### config.mk
export PLATFORM = sky130hd
export DESIGN_NAME = ttf_div
export DESIGN_NICKNAME = d
export VERILOG_FILES = /design/src/rtl/ttf_pkg.sv /design/src/rtl/ttf_div.sv
export SDC_FILE = /design/constraint.sdc
export NUM_CORES = 1
export LEC_CHECK = 0
export BUFFER_PORTS_ARGS = -buffer_cell sky130_fd_sc_hd__buf_2
export CORE_MARGIN = 10
export CORE_UTILIZATION = 35
export DETAILED_ROUTE_END_ITERATION = 16
export PLACE_DENSITY = 0.53
export SLEW_MARGIN = 15
export SYNTH_ARGS = -nofsm -noshare
export SYNTH_HDL_FRONTEND = slang
export SYNTH_SLANG_ARGS = --single-unit
export TNS_END_PERCENT = 50
### constraint.sdc
create_clock -name clk_i -period 9.2 [get_ports clk_i]
set_input_delay 2.76 -clock clk_i [delete_from_list [all_inputs] [get_ports clk_i]]
set_output_delay 2.76 -clock clk_i [all_outputs]
set_load 0.005 [all_outputs]
### src/rtl/ttf_pkg.sv
package ttf_pkg;

  // One vertex beat
  typedef struct packed {
    logic signed [31:0] pos_x;
    logic signed [31:0] pos_y;
    logic signed [31:0] pos_z;
    logic signed [31:0] tex_u;
    logic signed [31:0] tex_v;
  } ttf_in_t;

  // One result beat
  typedef struct packed {
    logic signed [31:0] tangent_x;
    logic signed [31:0] tangent_y;
    logic signed [31:0] tangent_z;
    logic signed [31:0] bitangent_x;
    logic signed [31:0] bitangent_y;
    logic signed [31:0] bitangent_z;
    logic signed [31:0] normal_x;
    logic signed [31:0] normal_y;
    logic signed [31:0] normal_z;
    logic        [1:0]  status;
  } ttf_out_t;

  // Divider: 64-bit magnitudes, quotient carries 17 extra fraction bits
  localparam int DivNw   = 64;
  localparam int DivFrac = 17;
  localparam int DivQw   = DivNw + DivFrac;

  // Status bits
  localparam int StDetZero  = 0;
  localparam int StAreaZero = 1;

  // Multiplier operand selects
  typedef enum logic [3:0] {
    OP_DU1, OP_DV1, OP_DU2, OP_DV2,
    OP_E1X, OP_E1Y, OP_E1Z,
    OP_E2X, OP_E2Y, OP_E2Z,
    OP_M0,  OP_M1,  OP_M2
  } ttf_opnd_e;

  typedef struct packed {
    ttf_opnd_e opa;
    ttf_opnd_e opb;
  } ttf_mop_t;

endpackage

### src/rtl/ttf_div.sv
module ttf_div import ttf_pkg::*; (
  input  logic             clk_i,
  input  logic             rst_ni,
  input  logic             start_i,
  input  logic [DivNw-1:0] num_i,
  input  logic [DivNw-1:0] den_i,
  output logic             done_o,
  output logic [DivQw-1:0] quo_o
);

  localparam int CntW = $clog2(DivQw + 1);

  logic [CntW-1:0]  cnt_q, cnt_d;
  logic             run_q, run_d;
  logic             done_q, done_d;
  logic [DivNw-1:0] rem_q, rem_d;
  logic [DivNw-1:0] den_q;
  logic [DivQw-1:0] sh_q, sh_d;
  logic [DivNw:0]   rem_sh;
  logic             fit;

  // Shift the next dividend bit in, subtract where it fits
  assign rem_sh = {rem_q, sh_q[DivQw-1]};
  assign fit    = rem_sh >= {1'b0, den_q};

  always_comb begin
    run_d  = run_q;
    cnt_d  = cnt_q;
    done_d = 1'b0;
    rem_d  = rem_q;
    sh_d   = sh_q;
    if (start_i) begin
      run_d = 1'b1;
      cnt_d = '0;
      rem_d = '0;
      sh_d  = {num_i, {DivFrac{1'b0}}};
    end else if (run_q) begin
      rem_d = fit ? DivNw'(rem_sh - {1'b0, den_q}) : rem_sh[DivNw-1:0];
      sh_d  = {sh_q[DivQw-2:0], fit};
      cnt_d = cnt_q + 1'b1;
      if (cnt_q == CntW'(DivQw - 1)) begin
        run_d  = 1'b0;
        done_d = 1'b1;
      end
    end
  end

  always_ff @(posedge clk_i or negedge rst_ni) begin
    if (!rst_ni) begin
      run_q  <= 1'b0;
      done_q <= 1'b0;
      cnt_q  <= '0;
    end else begin
      run_q  <= run_d;
      done_q <= done_d;
      cnt_q  <= cnt_d;
    end
  end

  always_ff @(posedge clk_i) begin
    rem_q <= rem_d;
    sh_q  <= sh_d;
    if (start_i) den_q <= den_i;
  end

  assign done_o = done_q;
  assign quo_o  = sh_q;

endmodule

-- Word-level counts from Yosys, hierarchy flattened
Cells that the tools add are included.
- flip-flop bits (word level): 218
- input bits: 131
- order comparisons: 1
- add/subtract/negate cells: 2
- mux-type cells: 11
- reductions and logical operators: 1
- equality and inequality tests: 1
- operators by type and width (cell ; number):
    81-bit 2-to-1 mux ; 2
    65-bit by 64-bit greater-or-equal comparator with 1-bit output ; 1
    64-bit 2-to-1 mux ; 1
    64-bit subtractor ; 1
    7-bit 2-to-1 mux ; 2
    7-bit by 1-bit adder with 7-bit output (second input constant) ; 1
    7-bit == test (second input constant) ; 1
    1-bit 2-to-1 mux ; 6
    2-bit nonzero test ; 1

-- Depth between registers and ports, before layout
Gate-level depths: netlist (run 1).
- depth in word-level cells: 4
- gate-level depth with buffers: 16
- depth with buffers taken out: 13

-- Worst setup path before layout (run 1)
OpenSTA, ideal clock, no wires.
- path kind: input -> register
- start point: in start_i
- end point: reg sh_q[17] (netlist: quo_o[17]) (enable)
- buffers on the path: 1
- stages: 2
- data required time: 8.806 ns
- arrival: 3.832 ns
- path slack: 4.974 ns
- cell sequence: clkbuf_1 -> or2_2
- cells in the longest elaborated chain, start to end: 1
- RTL lines (element ; RTL line ; text):
    from (decl) ; ttf_div.sv:4 ; input logic start_i,
    2-bit nonzero test (no source line) ; - ;
    to (signal assigned) ; ttf_div.sv:62 ; sh_q <= sh_d;
    to (decl) ; ttf_div.sv:18 ; logic [DivQw-1:0] sh_q, sh_d;
No other way between the ends.
A chain may end at the register's enable or synchronous reset.

-- Worst setup path in the final report (run 1)
- start point: reg den_q[35]
- end point: reg rem_q[37]
- cells in the longest elaborated chain, start to end: 2
- elaborated cells on any way between the ends: 3
- RTL lines (element ; RTL line ; text):
    from (decl) ; ttf_div.sv:17 ; logic [DivNw-1:0] den_q;
    from (signal assigned) ; ttf_div.sv:63 ; if (start_i) den_q <= den_i;
    64-bit subtractor or 65-bit by 64-bit greater-or-equal comparator with 1-bit output (tied branches) ; ttf_div.sv:38, ttf_div.sv:24 ;
    64-bit 2-to-1 mux (*) ; ttf_div.sv:38 ; rem_d = fit ? DivNw'(rem_sh - {1'b0, den_q}) : rem_sh[DivNw-1:0];
    to (signal assigned) ; ttf_div.sv:61 ; rem_q <= rem_d;
    to (decl) ; ttf_div.sv:16 ; logic [DivNw-1:0] rem_q, rem_d;
Every way passes the cells marked *; elsewhere a longest branch is shown, timed or not.

==> impl_metrics.json, run 1 <==
{
  "antenna_found_initial": 0,
  "r2r_cells": 13,
  "avgSynthCellArea_um2": 9.344,
  "avgViaCountPerCell": 5.226,
  "hp-class": "reg2reg",
  "synth_most_common_cell": "nand2_1",
  "synth_fa_ha_area_frac": 0.06765,
  "worstSetupPathType": "reg2reg",
  "numPlacedInstances": 1939,
  "final_core_util": 0.4190,
  "avgRoutedWirePerCell_um": 17.86,
  "synth-simple-area-share": 0.1513,
  "synth_area_leaders": "edfxtp_1, dfxtp_1, ha_1, nand2_1, a22o_1",
  "hold_ws_ns": 0.4942,
  "r2r_setup_slack_ns": 4.82,
  "finClkSkew_ns": 0.01549,
  "synth_common_cells": "nand2_1, nor2_1, edfxtp_1",
  "synth.top_cell.area_share": 0.3074,
  "arrival_ns": 4.83,
  "cts_buffer_depth": 3,
  "drt-total-wl_um": 35490,
  "min_to": "rem_q[4]",
  "grt_pass1_wl_um": 56590,
  "synth_top_family_by_area": "compound AO/OA/AOI/OAI gates",
  "synth_fp_nets": 1536,
  "slew_headroom": 0.4354,
  "seq_area_mm2": 0.005694,
  "period_share": 0.4764,
  "ys_types": 72,
  "hold_violations": 0,
  "clk_pin_slew_ns": 0.06,
  "h-tree-depth": 1,
  "required_ns": 9.65,
  "ys.flop_type": "edfxtp_1",
  "fillers": 3577,
  "fp.coreArea_mm2": 0.03540,
  "power_density_mw_per_mm2": 261.2,
  "ant_nets": 0,
  "p_leak_nw": 6.564,
  "rsz0062_at_grt": "false",
  "die_x_um": 209.0,
  "ys_seq_area_frac": 0.4552,
  "dpl_cell_area_mm2": 0.01390,
  "period_minus_slack_ns": 4.383,
  "layoutNonFillerInstCount": 1987,
  "slew_viol_final": 0,
  "status": "finished, final reports clean",
  "start_util": 0.3532,
  "cts_buffers": 26,
  "rows": 69,
  "worst_pin_slew_ns": 0.8469,
  "clock_sinks": 218,
  "worstSkewPairLatency_ns": 0.54,
  "post_cts_buffers": 0,
  "post-route-drc-count": 0,
  "syn_area_mm2": 0.01250,
  "overflow": 0,
  "worstSetupStartpointType": "register",
  "synth_edf_count": 128,
  "synthesis.instances": 1338,
  "tritoncts": "yes",
  "setup-violations-final": 0,
  "cts_resized": 0,
  "diodes": 0,
  "synthXorXnorAreaFrac": 0.04203,
  "die_h_um": 209.0,
  "muxShareOfSynthArea": 0.01601,
  "ys_async_sr_fraction": 0.04128,
  "vias": 10390,
  "synth_compound_area_frac": 0.2149,
  "grt_pass1_vias": 10370,
  "whs_path_depth": 2,
  "fmaxAchievable_mhz": 228.2,
  "numPortBuffers": 212,
  "grt_max_degree": 109,
  "drive_gt1_frac": 0.1822,
  "critPathMaxFanout": 30,
  "place_congestion": 0.8690,
  "r2r-start": "den_q[35]",
  "hpwl_um": 26170,
  "drv_cap": 0,
  "peakVddDrop_mv": 0.1449,
  "syn_to_final_growth_pct": 18.63,
  "rr_endpoint": "rem_q[37]",
  "fin_area_mm2": 0.01483,
  "yosys_register_bits": 218,
  "io_pins": 213,
  "root_buffer": "clkbuf_16",
  "drtIter0Drc": 715,
  "die-area_mm2": 0.04368,
  "yosysTopAreaCell": "edfxtp_1",
  "cp-end-kind": "register",
  "hp-start": "rem_q[3]",
  "multi_input_area_mm2": 0.006165,
  "first_pass_iters": 8,
  "grt_util_all_layers": 0.1550,
  "yosysWarnings": 0,
  "cts_hold_buffers": 0,
  "nets": 1704,
  "finalSetupTns_ns": 0
}
-- layout by cell type (no fill, tap or decap), types with 33 or more instances in the layout --
cell        n
edfxtp_1  128
nor2_1    134
a311oi_1   54
a21o_1     33
o21ai_0    50
nand2_1   180
a22o_1     62
xnor2_1    39
inv_1      87
a21oi_1    90
buf_2     211
ha_1       66
dfxtp_1    81
-- report_power, final --
group / total [W] / leakage [nW] / switching (W) / internal, W
clock: 0.00110 / 0.458 / 0.000428 / 0.000674
combinational: 0.00147 / 4.00 / 0.000891 / 0.000576
sequential: 0.00131 / 2.11 / 0.000113 / 0.00119
-- sequential cells by signal (all words and copies together), names as in the netlist --
name and cells:
cnt_q 7, den_q 64, run_q 1, done_o 1
rem_q 64, quo_o 81
-- logic make-up after synthesis --
family / after synthesis
and+or+nand+nor: 429
AOI/OAI and AO/OA: 376
muxes: 20
adders and majority gates: 67
DFF: 218
xor gates and xnor gates: 60
buffers and inverters: 168
-- routing by layer --
metal / global-route usage / part of all wire / vias to the layer above
li1: - / - / 5208
met1: 0.2057 / 0.47 / 4921
met2: 0.2566 / 0.47 / 222
met3: 0.02803 / 0.046 / 34
met4: 0.03523 / 0.019 / 0
met5: 0 / 0 / -
-- metrics by stage --
step | total power, W | setup WS (ns)
2_1_floorplan | 0.002408 | 4.974
3_3_place_gp | 0.002787 | 4.468
3_5_place_dp | 0.002789 | 4.456
4_1_cts | 0.003915 | 4.829
5_1_grt | 0.004152 | 4.283
6_report | 0.003874 | 4.817
-- worst max path at each step --
stage | startpoint | end | slack (ns) | depth (start not counted)
floorplan | start_i | quo_o[17] | 4.97 | 2
global placement | start_i | quo_o[74] | 4.47 | 3
CTS | den_q[35] | rem_q[37] | 4.83 | 13
global route | den_q[35] | rem_q[37] | 4.28 | 13
detailed placement | start_i | quo_o[74] | 4.46 | 3
finish | den_q[35] | rem_q[37] | 4.82 | 13
-- worst max-delay path: stages, from the launching register on --
cell,delay (ns)
edfxtp_1,0.32
inv_1,0.05
ha_1,0.37
nand2_1,0.24
o21bai_1,0.55
o21ai_0,0.19
o21ai_0,0.16
o21ai_0,0.15
and4_1,0.22
nor3_1,0.46
or2_2,0.63
buf_4,0.44
o311ai_0,0.21
a311oi_1,0.29
-- area by class of cell --
type / count / area share
clock buffers: 35 / 0.05171
clock inverters: 13 / 0.01114
inverters: 87 / 0.02202
multi-input cells: 952 / 0.4156
flip-flops and latches: 218 / 0.3839
well taps: 461 / 0.03889
repair buffers: 221 / 0.07668
No activity file was read; power rests on OpenSTA's default activity.
==> inputs of run 2 (changes only) <==
==> constraint.sdc (replaced) <==
create_clock -name clk_i -period 4.1 [get_ports clk_i]
set_input_delay 1.23 -clock clk_i [delete_from_list [all_inputs] [get_ports clk_i]]
set_output_delay 1.23 -clock clk_i [all_outputs]
set_load 0.005 [all_outputs]
==> impl_metrics.json, run 2 (synthesis results as in run 1) <==
{
  "die_x_um": 209.0,
  "multi_input_area_mm2": 0.006176,
  "seq_area_mm2": 0.005694,
  "grt_pass1_vias": 10540,
  "io_pins": 213,
  "status": "finished, final reports clean",
  "die-area_mm2": 0.04368,
  "tritoncts": "yes",
  "numPortBuffers": 212,
  "final_common_cell": "buf_2",
  "vias": 10540,
  "clock_sinks": 218,
  "root_buffer": "clkbuf_16",
  "peakVddDrop_mv": 0.2658,
  "most-common-layout-cells": "buf_2, nand2_1, nor2_1",
  "worstSetupPathType": "reg2reg",
  "drive_gt1_frac": 0.1862,
  "finClkSkew_ns": 0.01712,
  "cp-end-kind": "register",
  "critPathMaxFanout": 35,
  "hp-class": "reg2reg",
  "arrival_ns": 4.16,
  "drt-total-wl_um": 35500,
  "first_pass_iters": 5,
  "grtUsageMet1": 0.2057,
  "slew_viol_final": 0,
  "overflow": 0,
  "critPathTopFamily": "simple AND/OR/NAND/NOR gates",
  "h-tree-depth": 1,
  "die_h_um": 209.0,
  "syn_to_final_growth_pct": 19.19,
  "busiest_layer": "met2",
  "layoutNonFillerInstCount": 1998,
  "ant_nets": 0,
  "grt_use_met2": 0.2545,
  "pre_cts_ws_ns": 0.3242,
  "final_core_util": 0.4210,
  "required_ns": 4.54,
  "fmaxAchievable_mhz": 268.6,
  "path_cells": "inv_1 -> ha_1 -> a21oi_1 -> o21ai_0 -> nor2_1 -> nand4bb_1 -> nand4_1 -> and4_1 -> nor3_2 -> nor2_4 -> buf_4 -> nand2_1 -> a311oi_1",
  "slew_headroom": 0.3739,
  "grt_pass1_wl_um": 57200,
  "largest_reg_flops": 81,
  "dpl_cell_area_mm2": 0.01401,
  "hold_violations": 0,
  "grtUsageMet3": 0.03146,
  "p_leak_nw": 6.589,
  "fin_area_mm2": 0.01490,
  "power_density_mw_per_mm2": 581.3,
  "worst_pin_slew_ns": 0.9369,
  "post-route-drc-count": 0,
  "grt_max_degree": 78,
  "avgRoutedWirePerCell_um": 17.77,
  "period_minus_slack_ns": 3.724,
  "start_util": 0.3532,
  "fillers": 3566,
  "max_stage_delay_ns": 0.73,
  "place_congestion": 0.8731,
  "critical_path_buf_inv_count": 2,
  "cts_hold_buffers": 0,
  "antenna_found_initial": 1,
  "worstSkewPairLatency_ns": 0.54,
  "worstSetupStartpointType": "register",
  "cpMaxStageDelayCell": "nor2_4",
  "grt_util_all_layers": 0.1555,
  "final.setup.worst_slack_ns": 0.3764,
  "hpwl_um": 26420,
  "drtIter0Drc": 650,
  "rows": 69,
  "setup-violations-final": 0,
  "period_share": 0.9082,
  "clk_pin_slew_ns": 0.06,
  "finalSetupTns_ns": 0,
  "fp.coreArea_mm2": 0.03540,
  "avgViaCountPerCell": 5.276,
  "cts_buffers": 26,
  "numPlacedInstances": 1949,
  "nets": 1714,
  "rsz0062_at_grt": "false",
  "cts_buffer_depth": 3,
  "drv_cap": 0
}
run 2: changes by cell type in the layout (fill, tap and decap cells not counted), sizes merged:
cell	before	now
inv	90	88
diode	0	1
clkbuf	36	34
clkinvlp	1	4
buf	220	230
clkinv	6	7
run 2: metrics by stage:
stage	hold WS, ns	power [W]
4_1_cts	0.4973	0.008741
3_5_place_dp	0.4885	0.006337
5_1_grt	0.5189	0.009275
2_1_floorplan	0.4673	0.005403
3_3_place_gp	0.4801	0.006325
6_report	0.4972	0.008662
run 2: what timing repair did:
item                       in CTS  in global routing
setup endpoints to repair       0                 48
gates resized for setup         0                  2
setup buffers                   0                  0
run 2: worst register-to-register path, delay by kind of cell (launching register included):
kind | cells | cell delay, ns
buf+inv | 2 | 0.39
flops | 1 | 0.32
fa+ha+maj | 1 | 0.35
simple gates | 7 | 1.82
compound gates | 3 | 0.75
run 2: worst paths after layout:
check                           startpoint         to  slack (ns)  depth (start not counted)
worst max-delay path             den_q[20]  rem_q[32]        0.38                         13
worst max register to register   den_q[20]  rem_q[32]        0.38                         13
worst min-delay path             rem_q[46]  rem_q[47]        0.50                          2
min in group asynchronous           rst_ni   cnt_q[4]        0.53                          1
worst min register to register   rem_q[46]  rem_q[47]        0.50                          2
max in group asynchronous           rst_ni      run_q        3.37                          1
run 2: final cells by class:
type,instances,area share
Multi-Input combinational cell,952,0.4145
Sequential cell,218,0.3821
Timing Repair Buffer,231,0.08389
Clock buffer,33,0.04753
Tap cell,461,0.03871
Inverter,87,0.02192
Clock inverter,15,0.01117
Antenna cell,1,0.0001679
run 2: per-layer routing:
metal	share of wire	wire, um
met1	0.46	16340
met2	0.47	16570
met3	0.053	1884
met4	0.020	704
met5	0	0
run 2: power breakdown:
group | switching [W] | internal [W] | total (W) | leakage (nW)
clock network | 0.000936 | 0.00142 | 0.00235 | 0.415
registers | 0.000245 | 0.00268 | 0.00292 | 2.11
logic | 0.00205 | 0.00134 | 0.00339 | 4.07
==> inputs of run 3 (changes only) <==
==> constraint.sdc (replaced) <==
create_clock -name clk_i -period 4.1 [get_ports clk_i]
set_input_delay 0.205 -clock clk_i [delete_from_list [all_inputs] [get_ports clk_i]]
set_output_delay 0.205 -clock clk_i [all_outputs]
set_load 0.005 [all_outputs]
==> impl_metrics.json, run 3 (synthesis results as in run 1) <==
{
  "path_cells": "inv_1 -> ha_1 -> nand4_1 -> nor4_1 -> and4b_1 -> nand4_1 -> and4_1 -> nor3_2 -> or2_2 -> buf_4 -> nand2_1 -> a311oi_1",
  "die_x_um": 209.0,
  "start_util": 0.3532,
  "vias": 11090,
  "drv_cap": 0,
  "final_common_cell": "buf_2",
  "die-area_mm2": 0.04368,
  "fp.coreArea_mm2": 0.03540,
  "hpwl_um": 26030,
  "p_leak_nw": 7.103,
  "ant_nets": 0,
  "tritoncts": "yes",
  "grt_pass1_vias": 11110,
  "drive_gt1_frac": 0.1697,
  "overflow": 0,
  "cts_buffers": 26,
  "status": "finished, final reports clean",
  "antenna_found_initial": 1,
  "hold_violations": 0,
  "cpMaxStageDelayCell": "ha_1",
  "hp-class": "in2async",
  "clock_sinks": 218,
  "finalSetupTns_ns": 0,
  "slew_headroom": 0.3622,
  "syn_to_final_growth_pct": 28.93,
  "arrival_ns": 4.17,
  "drt-total-wl_um": 36830,
  "period_share": 0.9110,
  "place_congestion": 0.8851,
  "finClkSkew_ns": 0.02578,
  "cts_buffer_depth": 3,
  "fmaxAchievable_mhz": 267.7,
  "worstSkewPairLatency_ns": 0.56,
  "rsz0062_at_grt": "false",
  "drtIter0Drc": 701,
  "nets": 1840,
  "avgViaCountPerCell": 5.219,
  "h-tree-depth": 1,
  "power_density_mw_per_mm2": 538.0,
  "max_stage_delay_ns": 0.49,
  "slew_viol_final": 0,
  "worst_pin_slew_ns": 0.9566,
  "post_cts_buffers": 0,
  "first_pass_iters": 5,
  "avgRoutedWirePerCell_um": 17.34,
  "peakVddDrop_mv": 0.3195,
  "numPortBuffers": 212,
  "grt_pass1_wl_um": 58950,
  "io_pins": 213,
  "rows": 69,
  "worstSetupPathType": "reg2reg",
  "grt_util_all_layers": 0.1602,
  "fillers": 3482,
  "die_h_um": 209.0,
  "period_minus_slack_ns": 3.735,
  "post-route-drc-count": 0,
  "path_common_cell": "nand4_1",
  "most-common-layout-cells": "buf_2, nand2_1, nor2_1",
  "required_ns": 4.54,
  "cp-end-kind": "register",
  "hold_ws_ns": 0.06152,
  "setup-violations-final": 0,
  "largest_reg_flops": 81,
  "clk_pin_slew_ns": 0.06,
  "critPathMaxFanout": 23,
  "grt_max_degree": 176,
  "root_buffer": "clkbuf_16",
  "worstSetupStartpointType": "register"
}
## run 3: worst max-delay path, delay by kind of cell (launching register included)
family | cells | cell delay [ns]
AO/OA/AOI/OAI | 1 | 0.29
adder cells (fa/ha/maj) | 1 | 0.49
buffers and inverters | 2 | 0.39
flip-flops | 1 | 0.32
AND/OR/NAND/NOR | 8 | 2.11
## run 3: cell type report
cell class	count	area, um2	area share
sequential	218	5694	0.3533
timing repair buffer	357	2516	0.1561
antenna	1	2.502	0.0001552
inverter	87	326.6	0.02026
tap	461	576.8	0.03578
clock inverter	12	125.1	0.007762
clock buffer	36	708.2	0.04393
multi-input combinational	952	6170	0.3828
## run 3: final timing paths
check,from,cells past startpoint,to,slack [ns]
max,den_q[41],12,rem_q[27],0.37
min,rst_ni,2,cnt_q[6],0.06
max reg2reg,den_q[41],12,rem_q[27],0.37
min reg2reg,rem_q[47],2,rem_q[48],0.49
max in group asynchronous,rst_ni,2,run_q,3.83
min in group clk_i,start_i,2,rem_q[48],0.13
## run 3: per-layer routing
| metal | global-route usage | vias to the layer above | wire length (um) |
|---|---|---|---|
| met5 | 0 | - | 0 |
| met4 | 0.04391 | 0 | 929 |
| met3 | 0.02953 | 63 | 1982 |
| met2 | 0.2646 | 301 | 17030 |
| met1 | 0.2100 | 5243 | 16880 |
| li1 | - | 5478 | - |
## run 3: what timing repair did
item / 4_1_cts / 5_1_grt
setup endpoints to repair: 0 / 16
gates resized for setup: 0 / 1
hold endpoints to repair: 136 / 0
hold buffers: 128 / 0
## run 3: power by group
group	switching [W]	internal, W	total (W)
clock	0.000927	0.00133	0.00226
combinational	0.00207	0.00142	0.00349
sequential	0.000244	0.00268	0.00292
## run 3: metrics by stage
| stage | util | total power, W | std cells | setup WS, ns | cell area [um2] |
|---|---|---|---|---|---|
| 2_1_floorplan | - | 0.005403 | 1338 | 1.017 | 12500 |
| 3_3_place_gp | 0.3954 | 0.006320 | 1947 | 0.4299 | 14000 |
| 3_5_place_dp | 0.3954 | 0.006331 | 1947 | 0.2835 | 14000 |
| 4_1_cts | 0.4552 | 0.008767 | 2123 | 0.2857 | 16110 |
| 5_1_grt | 0.4554 | 0.009294 | 2124 | 0.03358 | 16120 |
| 6_report | 0.4554 | 0.008673 | 2124 | 0.3650 | 16120 |
