[src/rtl/ttf_sqrt.sv]
module ttf_sqrt (
  input  logic        clk_i,
  input  logic        rst_ni,
  input  logic        start_i,
  input  logic [63:0] x_i,
  output logic        done_o,
  output logic [31:0] root_o
);

  logic [4:0]  cnt_q, cnt_d;
  logic        run_q, run_d;
  logic        done_q, done_d;
  logic [33:0] rem_q, rem_d;
  logic [31:0] root_q, root_d;
  logic [63:0] x_q, x_d;
  logic [35:0] rem_sh;
  logic [35:0] trial;
  logic        fit;

  // Bring two radicand bits down per step
  assign rem_sh = {rem_q, x_q[63:62]};
  assign trial  = {2'b00, root_q, 2'b01};
  assign fit    = rem_sh >= trial;

  always_comb begin
    run_d  = run_q;
    cnt_d  = cnt_q;
    done_d = 1'b0;
    rem_d  = rem_q;
    root_d = root_q;
    x_d    = x_q;
    if (start_i) begin
      run_d  = 1'b1;
      cnt_d  = '0;
      rem_d  = '0;
      root_d = '0;
      x_d    = x_i;
    end else if (run_q) begin
      rem_d  = fit ? 34'(rem_sh - trial) : rem_sh[33:0];
      root_d = {root_q[30:0], fit};
      x_d    = {x_q[61:0], 2'b00};
      cnt_d  = cnt_q + 1'b1;
      if (cnt_q == 5'd31) begin
        run_d  = 1'b0;
        done_d = 1'b1;
      end
    end
  end

  always_ff @(posedge clk_i or negedge rst_ni) begin
    if (!rst_ni) begin
      run_q  <= 1'b0;
      done_q <= 1'b0;
      cnt_q  <= '0;
    end else begin
      run_q  <= run_d;
      done_q <= done_d;
      cnt_q  <= cnt_d;
    end
  end

  always_ff @(posedge clk_i) begin
    rem_q  <= rem_d;
    root_q <= root_d;
    x_q    <= x_d;
  end

  assign done_o = done_q;
  assign root_o = root_q;

endmodule
[config.mk]
export PLATFORM = sky130hd
export DESIGN_NAME = ttf_sqrt
export DESIGN_NICKNAME = d
export VERILOG_FILES = /design/src/rtl/ttf_sqrt.sv
export SDC_FILE = /design/constraint.sdc
export NUM_CORES = 1
export LEC_CHECK = 0
export ABC_AREA = 0
export BUFFER_PORTS_ARGS = -buffer_cell sky130_fd_sc_hd__clkbuf_2
export CAP_MARGIN = 20
export CORE_MARGIN = 1
export CORE_UTILIZATION = 45
export CTS_BUF_LIST = sky130_fd_sc_hd__clkbuf_2 sky130_fd_sc_hd__clkbuf_4 sky130_fd_sc_hd__clkbuf_8
export DETAILED_ROUTE_END_ITERATION = 7
export GPL_TIMING_DRIVEN = 0
export PLACE_DENSITY = 0.71
export SLEW_MARGIN = 20
export SYNTH_ARGS = -nofsm -noshare
export SYNTH_HDL_FRONTEND = slang
export SYNTH_SLANG_ARGS = --single-unit
[constraint.sdc]
create_clock -name clk_i -period 2.9 [get_ports clk_i]
set_clock_uncertainty 0.05 [all_clocks]
set_input_delay 0 -clock clk_i [delete_from_list [all_inputs] [get_ports clk_i]]
set_output_delay 0 -clock clk_i [all_outputs]
set_load 0.1 [all_outputs]
## Yosys cells after proc, flatten, opt, wreduce, memory -nomap -nowiden

Cells that the tools add are included.

| cells by class | value |
|---|---|
| eq/ne operators | 1 |
| $lt $le $gt $ge | 1 |
| reduce and logical (&&, ||, !) cells | 1 |
| add/subtract/negate cells | 2 |
| muxes and demuxes | 11 |

Operators by type and width:

| operator | number |
|---|---|
| 2-to-1 mux 64 bit | 2 |
| >= comparator 36 x 34 -> 1 bit | 1 |
| 2-to-1 mux 34 bit | 1 |
| subtractor 34 bit | 1 |
| 2-to-1 mux 5 bit | 2 |
| 2-to-1 mux 1 bit | 6 |
| adder 5 x 1 -> 5 bit (second input constant) | 1 |
| equality test 5 bit (second input constant) | 1 |
| nonzero test 2 bit | 1 |

| word-level totals | value |
|---|---|
| logic and storage cells | 22 |
| output and inout port bits | 33 |
| flip-flop bits (word level) | 137 |
| bits of input ports | 67 |

## Longest topological paths before layout

Gate-level depths: netlist (run 1).

| depth | value |
|---|---|
| word-level depth | 4 |
| gate-level depth with buffers | 14 |

## Worst setup path before layout (run 1)

Ideal clock, no wire load.

| path | value |
|---|---|
| path type | register to register |
| from | register root_q[7], in the netlist root_o[7] |
| to | register rem_q[30] |
| data required time | 2.662 ns |
| slack | -0.491 ns |
| arrival | 3.153 ns |
| cell stages (with the launch flop) | 14 |
| path buffers | 2 |
| cells stage by stage | dfxtp_1 -> inv_1 -> ha_1 -> buf_2 -> nand4_1 -> nor3_2 -> o21ai_1 -> a31o_2 -> a21boi_4 -> nor3_2 -> nor2_2 -> buf_4 -> mux2i_1 -> o22ai_1 |

| on the way | value |
|---|---|
| longest elaborated chain between the ends | 2 |

RTL lines:

| element | RTL line | source |
|---|---|---|
| from (decl) | 14 | `logic [31:0] root_q, root_d;` |
| from (signal assigned) | 64 | `root_q <= root_d;` |
| subtractor 34 bit or >= comparator 36 x 34 -> 1 bit (tied branches) | 39, 23 |  |
| 2-to-1 mux 34 bit * | 39 | `rem_d = fit ? 34'(rem_sh - trial) : rem_sh[33:0];` |
| to (signal assigned) | 63 | `rem_q <= rem_d;` |
| to (decl) | 13 | `logic [33:0] rem_q, rem_d;` |

Mark *: on every way between the ends. The rest lies on a longest branch, timed or not.
A chain may end at the register's enable or synchronous reset.

## Worst setup path in the final report (run 1)

| path | value |
|---|---|
| from | register x_q[62] |
| to | register rem_q[26] |

| on the way | value |
|---|---|
| longest elaborated chain between the ends | 2 |

RTL lines:

| element | RTL line | source |
|---|---|---|
| from (decl) | 15 | `logic [63:0] x_q, x_d;` |
| from (signal assigned) | 65 | `x_q <= x_d;` |
| subtractor 34 bit or >= comparator 36 x 34 -> 1 bit (tied branches) | 39, 23 |  |
| 2-to-1 mux 34 bit * | 39 |  |

Marks and branches as above.

==> summary.txt, run 1 <==
mean area per synthesized cell: 10.24 sq um
n_diodes: 0
critical path launch point type: register
Placeable Area: 0.01612 sq mm
wire length of the first global-routing pass: 30,310 um
hold violation count in the final report: 0
via count: 6,275
H-tree level count: 4
routed wire length per instance: 16.28 um
ratio of total power to cell area: 909.9 mW/mm^2
required time reported for the critical path endpoint: 3.19 ns
overflow left after global routing: 0
power share of the combinational group: 54.9%
antenna violation net count after detailed routing: 0
max-capacitance violation count: 0
Static Leak: 0.004336 uW
CTS Buf Count: 17
via count of the first global-routing pass: 6,066
Die Outline Area: 0.01730 sq mm
area growth from synthesis to layout: 31.23%
die boundary height: 131.5 um
critical path capture point type: register
number of buffers added on ports: 98
final count of pins violating max slew: 0
final standard cell count with taps included and fillers excluded: 1,167
Num Clock Sinks: 137
ys flop type: sky130_fd_sc_hd__dfxtp_1
clock tree root buffer cell: sky130_fd_sc_hd__clkbuf_8
number of design rule violations left after detail routing: 0
clock tree from TritonCTS: built
global placer's final weighted congestion: 0.8734
Detailed Route WL: 19,000 um
critical path, cell by cell: inv_2 -> ha_1 -> nor2b_1 -> o31a_1 -> o31a_1 -> o21ai_0 -> a21oi_1 -> nor2_2 -> nor2_1 -> a211oi_1 -> o31ai_1
number of enable flip-flop cells after synthesis: 64
Net Switching: 3668 uW
initial DRC count: 356
most frequent cells in the layout: sky130_fd_sc_hd__clkbuf_2 (98), sky130_fd_sc_hd__nor2_1 (77), sky130_fd_sc_hd__dlygate4sd3_1 (66)
multi-input logic area: 0.004074 sq mm
data arrival time of the worst path: 3.18 ns
number of placed instances, taps included: 1,052
Place WS: -0.2925 ns
critical-path maximum fanout: 4
CTS clock-pin slew for the worst setup and hold paths: 0.09 ns
register bit count reported by yosys: 137
io pins: 100
part of the Yosys area used for sequential elements: 45.28%
crit path kind: register to register
fraction of registers with async set or reset after synthesis: 5.109%
Mapped Nets: 840
sequential cell area: 0.003500 sq mm
setup repair after global routing missed its margin: true
number of detailed-routing iterations run before antenna repair: 5
Top Family by Delay on Critical Path: compound AO/OA/AOI/OAI gates
highest cell delay on the worst timing path: 0.49 ns
Hold/Removal Path Class: primary input to register
maximum number of pins on one net before global-route repair: 43
count of fill cells added during filler insertion: 1,312
commonest non-fill, non-tap cell in the layout: sky130_fd_sc_hd__clkbuf_2
standard cell with the maximum stage delay on the critical path: sky130_fd_sc_hd__edfxtp_1
f_max: 0.3462 GHz
post-synthesis instance total: 737
cell with the most instances on the worst path: sky130_fd_sc_hd__o31a_1
Worst VDD drop: 0.5241 mV
initial antenna violation count: 0
post-route clock period utilization: 99.61%
Finish-stage setup viols: 0
cell-internal power: 5345 uW
relative slew slack: 41.45%
final worst path period need: 2.889 ns
number of nets in the layout: 1,041
buffers plus inverters on the worst setup path: 1
number of vias per cell: 5.377
smallest setup slack after layout: 0.01125 ns
horizontal extent of the die: 131.5 um
total number of placement rows: 46
status: complete, no violations
Syn. warnings: 0
overall fraction of global-route tracks in use: 22.17%
worst skew pair latency: 0.46 ns
Synth Cell Area: 0.007548 sq mm
slew of the pin with the lowest slew margin: 0.8783 ns
fraction of power consumed by sequential logic: 28.1%
library cells used by synthesis: 56
Clock Power Share: 17.0%
starting density of the core: 46.84%
HPWL after detailed placement: 12,270 um
share of final-layout standard cells stronger than drive strength 1: 32.28%
fraction of power spent switching nets: 40.70%
clk buf depth: 2
[final cells by class]
cell class / count / share of cell area (%)
Buffer: 37 / 2.046
Inverter: 43 / 1.655
Clock inverter: 14 / 1.440
Sequential cell: 137 / 35.33
Multi-Input combinational cell: 518 / 41.13
Timing Repair Buffer: 184 / 13.24
Tap cell: 216 / 2.728
Clock buffer: 18 / 2.438
[routing by layer]
layer	share of wire, %	GRT usage (%)
met5	0	0
met4	1.2	6.783
met3	5.3	5.285
met2	49	36.54
met1	45	28.66
[stage by stage]
stage / TNS (ns) / total power (uW) / utilization [%] / area [sq um] / hold slack, ns
5_1_grt: -0.6269 / 9606 / 61.47 / 9906 / 0.2103
4_1_cts: 0 / 8496 / 59.62 / 9608 / 0.1408
3_5_place_dp: -5.729 / 6633 / 52.19 / 8411 / -0.2010
6_report: 0 / 9013 / 61.47 / 9906 / 0.1773
2_1_floorplan: 0 / 5789 / - / 7627 / -0.3456
3_3_place_gp: -12.04 / 6584 / 52.05 / 8388 / -0.2041
[logic make-up after synthesis]
kind of cell / after synthesis / share of synthesized area, %
simple gates: 189 / 11.42
mux: 113 / 16.01
fa+ha+maj: 36 / 5.967
xor+xnor: 28 / 3.249
compound gates: 152 / 13.56
flops: 137 / 45.28
buf+inv: 82 / 4.508
[final timing paths]
check	startpoint	to	slack [ns]	cells after the start
setup / recovery	x_q[62]	rem_q[26]	0.01	11
hold / removal	start_i	rem_q[4]	0.18	4
setup reg to reg	x_q[62]	rem_q[26]	0.01	11
hold reg to reg	rem_q[33]	rem_q[33]	0.43	2
max in group asynchronous	rst_ni	cnt_q[2]	2.08	3
min in group asynchronous	rst_ni	cnt_q[4]	0.47	3
[Yosys cell counts, types with 8 or more instances]
cell | instances | area [sq um]
sky130_fd_sc_hd__a21oi_1 | 37 | 185.2
sky130_fd_sc_hd__o21ai_0 | 29 | 145.1
sky130_fd_sc_hd__buf_2 | 8 | 40.04
sky130_fd_sc_hd__nor2_1 | 79 | 296.5
sky130_fd_sc_hd__dfxtp_1 | 66 | 1321
sky130_fd_sc_hd__clkbuf_1 | 20 | 75.07
sky130_fd_sc_hd__xnor2_1 | 20 | 175.2
sky130_fd_sc_hd__nand3_1 | 14 | 70.07
sky130_fd_sc_hd__nand2_1 | 45 | 168.9
sky130_fd_sc_hd__inv_1 | 43 | 161.4
sky130_fd_sc_hd__ha_1 | 36 | 450.4
sky130_fd_sc_hd__xor2_1 | 8 | 70.07
sky130_fd_sc_hd__mux2_2 | 62 | 698.2
sky130_fd_sc_hd__a211oi_1 | 16 | 120.1
sky130_fd_sc_hd__a21o_1 | 15 | 112.6
sky130_fd_sc_hd__mux2i_1 | 51 | 510.5
sky130_fd_sc_hd__nor3_1 | 9 | 45.04
sky130_fd_sc_hd__edfxtp_1 | 64 | 1922
[power groups by stage]
| stage | logic [uW] | clock network (uW) | registers, uW |
|---|---|---|---|
| floorplan | 3220 | 0 | 2570 |
| global placement | 4050 | 0 | 2530 |
| detailed placement | 4100 | 0 | 2540 |
| CTS | 4430 | 1570 | 2500 |
| global route | 5390 | 1660 | 2560 |
| finish | 4940 | 1530 | 2530 |
[flip-flops by register name, summed over array words and instances (netlist names)]
register  cells
done_o        1
run_q         1
root_o       32
x_q          64
rem_q        34
cnt_q         5
[what timing repair did]
action / 4_1_cts / 5_1_grt
hold buffers: 66 / 0
endpoints found under the hold margin: 71 / 0
gates resized for setup: 22 / 53
gates cloned: 0 / 1
setup endpoints to repair: 35 / 31
pin swaps: 10 / 29
buffers inserted: 8 / 10
[tightest hold or removal path, delay by kind of cell]
family | cells | cell delay (ns)
compound gates | 1 | 0.08
simple gates | 2 | 0.42
buf+inv | 1 | 0.15
Note: power is estimated with default switching activity, not from simulation.
==> inputs of run 2 (changes only) <==
==> constraint.sdc (replaced) <==
create_clock -name clk_i -period 3.65 [get_ports clk_i]
set_clock_uncertainty 0.05 [all_clocks]
set_input_delay 0 -clock clk_i [delete_from_list [all_inputs] [get_ports clk_i]]
set_output_delay 0 -clock clk_i [all_outputs]
set_load 0.1 [all_outputs]
==> summary.txt, run 2 (synthesis results as in run 1) <==
relative slew slack: 46.99%
crit path kind: register to register
highest cell delay on the worst timing path: 0.41 ns
Top Family by Delay on Critical Path: compound AO/OA/AOI/OAI gates
initial antenna violation count: 0
Num Clock Sinks: 137
data arrival time of the worst path: 3.65 ns
worst reg-to-reg setup slack: 0.31 ns
setup_tns: 0 ns
final standard cell count with taps included and fillers excluded: 1,150
number of nets in the layout: 1,024
number of vias per cell: 5.390
Die Outline Area: 0.01730 sq mm
starting density of the core: 46.84%
standard cell with the maximum stage delay on the critical path: sky130_fd_sc_hd__dfxtp_1
slew of the pin with the lowest slew margin: 0.7952 ns
Static Leak: 0.004158 uW
via count: 6,198
via count of the first global-routing pass: 5,994
reg2reg end: rem_q[28]
final cell utilization of the core: 58.16%
number of detailed-routing iterations run before antenna repair: 5
number of flip-flops under the largest register name: 64
maximum number of pins on one net before global-route repair: 36
CTS Buf Count: 17
final worst path period need: 3.336 ns
critical path launch point type: register
Hold/Removal Path Class: primary input to register
post-route total power: 6620 uW
die boundary height: 131.5 um
number of cells traversed by the worst register-to-register path: 13
max-capacitance violation count: 0
required time reported for the critical path endpoint: 3.97 ns
number of resized instances in the post-cts repair step: 0
Detailed Route WL: 18,510 um
initial DRC count: 349
number of buffers added on ports: 98
# Post-CTS Setup Buffers: 0
number of design rule violations left after detail routing: 0
critical path capture point type: register
n_diodes: 0
most frequent cells in the layout: sky130_fd_sc_hd__clkbuf_2 (98), sky130_fd_sc_hd__nor2_1 (79), sky130_fd_sc_hd__dlygate4sd3_1 (66), sky130_fd_sc_hd__dfxtp_1 (66), sky130_fd_sc_hd__edfxtp_1 (64)
clk buf depth: 2
critical path, cell by cell: inv_1 -> ha_1 -> and2_1 -> nand2_1 -> a21oi_1 -> a311oi_1 -> o21ai_0 -> nor3_2 -> or2_1 -> buf_6 -> buf_4 -> nand2_1 -> a311oi_1
f_max: 0.2998 GHz
share of final-layout standard cells stronger than drive strength 1: 22.91%
Worst Setup SP: root_o[16]
overflow left after global routing: 0
io pins: 100
status: complete, no violations
number of placed instances, taps included: 1,052
horizontal extent of the die: 131.5 um
Placeable Area: 0.01612 sq mm
Finish-stage setup viols: 0
logic depth of the worst setup path including buffers: 13
final count of pins violating max slew: 0
buffers plus inverters on the worst setup path: 3
routed wire length per instance: 16.09 um
clock tree from TritonCTS: built
endpoint of the worst hold path: rem_q[4]
Worst VDD drop: 0.2975 mV
global placer's final weighted congestion: 0.8505
commonest non-fill, non-tap cell in the layout: sky130_fd_sc_hd__clkbuf_2
setup repair after global routing missed its margin: false
wire length of the first global-routing pass: 29,860 um
CTS clock-pin slew for the worst setup and hold paths: 0.09 ns
worst hold slack across all endpoints: 0.08754 ns
antenna violation net count after detailed routing: 0
ratio of total power to cell area: 706.3 mW/mm^2
overall fraction of global-route tracks in use: 21.84%
clock tree root buffer cell: sky130_fd_sc_hd__clkbuf_8
r2r startpoint: root_o[16]
worst skew pair latency: 0.47 ns
area growth from synthesis to layout: 24.17%
count of fill cells added during filler insertion: 1,416
number of instances on the worst hold path: 4
hold violation count in the final report: 0
critical-path maximum fanout: 10
Hold Crit Start: start_i
H-tree level count: 4
register with the most flip-flops: x_q
post-route clock period utilization: 91.40%
HPWL after detailed placement: 12,410 um
total number of placement rows: 46
run 2: changes by cell type in the layout (fill, tap and decap cells not counted), sizes merged:
cell	before	now
clkinvlp	2	3
inv	48	51
clkinv	6	1
buf	36	20
run 2: how the worst max path moves through the flow:
stage	endpoint	slack, ns
2_1_floorplan	rem_q[30]	0.26
3_3_place_gp	rem_q[28]	0.37
3_5_place_dp	rem_q[28]	0.42
4_1_cts	rem_q[28]	0.36
5_1_grt	rem_q[28]	0.01
6_report	rem_q[28]	0.31
run 2: cell type report:
type                       count  area [sq um]  share of cell area (%)
buffer                        39         178.9                   1.909
clock inverter                13         131.4                   1.402
multi-input combinational    518          3790                   40.44
timing repair buffer         165          1171                   12.49
clock buffer                  19         249.0                   2.657
tap                          216         270.3                   2.883
inverter                      43         163.9                   1.749
sequential                   137          3418                   36.47
run 2: metrics by stage:
stage,setup slack (ns),instance area [sq um]
final,0.3139,9373
after global routing,0.01175,9373
after CTS,0.3646,9373
after detailed placement,0.4246,8332
after global placement,0.3722,8309
after floorplan,0.2589,7548
run 2: worst min-delay path: cells and delay by family:
family,cells,cell delay (ns)
simple gates,2,0.36
compound gates,1,0.08
buf+inv,1,0.13
run 2: where the power goes:
| part | total [uW] | switching, uW | internal [uW] |
|---|---|---|---|
| logic | 3380 | 1890 | 1490 |
| clock network | 1240 | 674 | 571 |
| registers | 2000 | 151 | 1840 |
| total | 6620 | 2720 | 3900 |
run 2: metal layers:
| layer | global-route usage (%) | part of all wire (%) |
|---|---|---|
| met3 | 5.440 | 5.0 |
| met5 | 0 | 0 |
| met1 | 28.04 | 46 |
| met4 | 8.140 | 2.0 |
| met2 | 35.36 | 47 |
run 2: repair_timing:
item / CTS / global route
hold buffers: 66 / 0
hold endpoints to repair: 71 / 0
setup endpoints to repair: 0 / 0
==> inputs of run 3 (changes only) <==
--- a/config.mk
+++ b/config.mk
@@ -8,7 +8,7 @@
 export ABC_AREA = 0
 export BUFFER_PORTS_ARGS = -buffer_cell sky130_fd_sc_hd__clkbuf_2
 export CAP_MARGIN = 20
-export CORE_MARGIN = 1
+export CORE_MARGIN = 2
 export CORE_UTILIZATION = 45
 export CTS_BUF_LIST = sky130_fd_sc_hd__clkbuf_2 sky130_fd_sc_hd__clkbuf_4 sky130_fd_sc_hd__clkbuf_8
 export DETAILED_ROUTE_END_ITERATION = 7
==> summary.txt, run 3 (synthesis results as in run 1) <==
Clock Power Share: 18.4%
clock tree from TritonCTS: built
commonest non-fill, non-tap cell in the layout: sky130_fd_sc_hd__clkbuf_2
H-tree level count: 4
critical path capture point type: register
starting density of the core: 45.84%
post-route clock period utilization: 91.59%
global placer's final weighted congestion: 0.8632
total number of placement rows: 47
status: complete, no violations
horizontal extent of the die: 133.5 um
power share of the combinational group: 51.5%
multi-input logic area: 0.003790 sq mm
HPWL after detailed placement: 12,610 um
Num Clock Sinks: 137
worst skew pair latency: 0.46 ns
setup repair after global routing missed its margin: false
initial antenna violation count: 0
critical-path maximum fanout: 10
f_max: 0.2991 GHz
max-capacitance violation count: 0
fraction of power spent switching nets: 41.92%
hold violation count in the final report: 0
setup_tns: 0 ns
required time reported for the critical path endpoint: 3.93 ns
Finish-stage setup viols: 0
clock tree root buffer cell: sky130_fd_sc_hd__clkbuf_8
Static Leak: 0.004177 uW
share of final-layout standard cells stronger than drive strength 1: 23.08%
n_diodes: 0
area growth from synthesis to layout: 24.43%
number of buffers added on ports: 98
most frequent cells in the layout: sky130_fd_sc_hd__clkbuf_2 (98), sky130_fd_sc_hd__nor2_1 (79), sky130_fd_sc_hd__dlygate4sd3_1 (66), sky130_fd_sc_hd__dfxtp_1 (66), sky130_fd_sc_hd__edfxtp_1 (64)
number of vias per cell: 5.326
sequential cell area: 0.003418 sq mm
smallest setup slack after layout: 0.3068 ns
maximum number of pins on one net before global-route repair: 41
cell-internal power: 3860 uW
clk buf depth: 2
data arrival time of the worst path: 3.63 ns
Net Switching: 2786 uW
CTS clock-pin slew for the worst setup and hold paths: 0.09 ns
register with the most flip-flops: x_q
Place WS: 0.3930 ns
Worst VDD drop: 0.3091 mV
die boundary height: 133.5 um
relative slew slack: 40.89%
overall fraction of global-route tracks in use: 21.46%
Die Outline Area: 0.01783 sq mm
antenna violation net count after detailed routing: 0
post-route total power: 6645 uW
initial DRC count: 364
final count of pins violating max slew: 0
number of design rule violations left after detail routing: 0
crit path kind: register to register
CTS Buf Count: 17
count of fill cells added during filler insertion: 1,431
Placeable Area: 0.01647 sq mm
fraction of power consumed by sequential logic: 30.0%
number of nets in the layout: 1,026
via count: 6,157
routed wire length per instance: 16.18 um
via count of the first global-routing pass: 6,115
number of flip-flops under the largest register name: 64
final worst path period need: 3.343 ns
overflow left after global routing: 0
final cell utilization of the core: 57.04%
io pins: 100
Detailed Route WL: 18,710 um
wire length of the first global-routing pass: 30,210 um
number of detailed-routing iterations run before antenna repair: 4
critical path launch point type: register
Hold/Removal Path Class: primary input to register
slew of the pin with the lowest slew margin: 0.8867 ns
ratio of total power to cell area: 707.5 mW/mm^2
[run 3: cell types whose count changed in the layout (fill, tap and decap cells not counted), sizes merged]
cell / delta
bufinv: -1
buf: +2
inv: +3
clkinv: +2
clkbuf: -2
clkinvlp: -2
[run 3: repair_timing]
item,4_1_cts,5_1_grt
gates resized for setup,0,1
setup buffers,0,2
setup endpoints to repair,0,2
hold endpoints to repair,71,0
hold buffers,66,0
[run 3: final cells by class]
class,instances,area share [%]
sequential,137,36.39
clock inverter,15,1.559
clock buffer,17,2.491
timing repair buffer,167,12.63
inverter,43,1.745
tap,220,2.931
buffer,39,1.905
multi-input combinational,518,40.35
[run 3: routing by layer]
metal	vias to the layer above	track usage [%]	share of wire (%)
met5	-	0	0
met4	0	6.797	1.6
met3	23	4.833	5.3
met2	163	36.28	48
met1	2918	27.42	45
li1	3053	-	-
[run 3: power by group through the flow]
stage	combinational (uW)	clock, uW	sequential, uW
finish	3420	1220	2000
global route	3760	1300	2020
global placement	3220	0	2020
detailed placement	3270	0	2020
floorplan	2560	0	2050
CTS	3360	1240	1990
[run 3: through the flow]
stage / hold slack, ns / cell area, sq um / instances
finish: 0.1737 / 9393 / 1156
global route: 0.1809 / 9393 / 1156
CTS: 0.1380 / 9378 / 1154
detailed placement: -0.2027 / 8337 / 1056
global placement: -0.2074 / 8314 / 1055
floorplan: -0.3456 / 7548 / 737
[run 3: worst max-delay path, stage by stage, from the launching register on]
cell	delay [ns]
sky130_fd_sc_hd__dfxtp_1	0.39
sky130_fd_sc_hd__inv_1	0.06
sky130_fd_sc_hd__ha_1	0.27
sky130_fd_sc_hd__buf_2	0.16
sky130_fd_sc_hd__nand4_1	0.14
sky130_fd_sc_hd__nor3_2	0.24
sky130_fd_sc_hd__o21ai_1	0.16
sky130_fd_sc_hd__a31o_2	0.32
sky130_fd_sc_hd__a21boi_4	0.19
sky130_fd_sc_hd__nor3_2	0.08
sky130_fd_sc_hd__buf_4	0.16
sky130_fd_sc_hd__nor2_2	0.35
sky130_fd_sc_hd__buf_4	0.30
sky130_fd_sc_hd__mux2i_1	0.23
sky130_fd_sc_hd__o21ai_0	0.10
[run 3: final timing paths]
check,from,endpoint,slack (ns),depth (start not counted)
min reg2reg,rem_q[33],rem_q[33],0.44,2
min in group asynchronous,rst_ni,cnt_q[3],0.47,3
min,start_i,rem_q[4],0.17,4
max in group asynchronous,rst_ni,cnt_q[1],2.83,3
max reg2reg,root_o[7],rem_q[25],0.31,14
max,root_o[7],rem_q[25],0.31,14
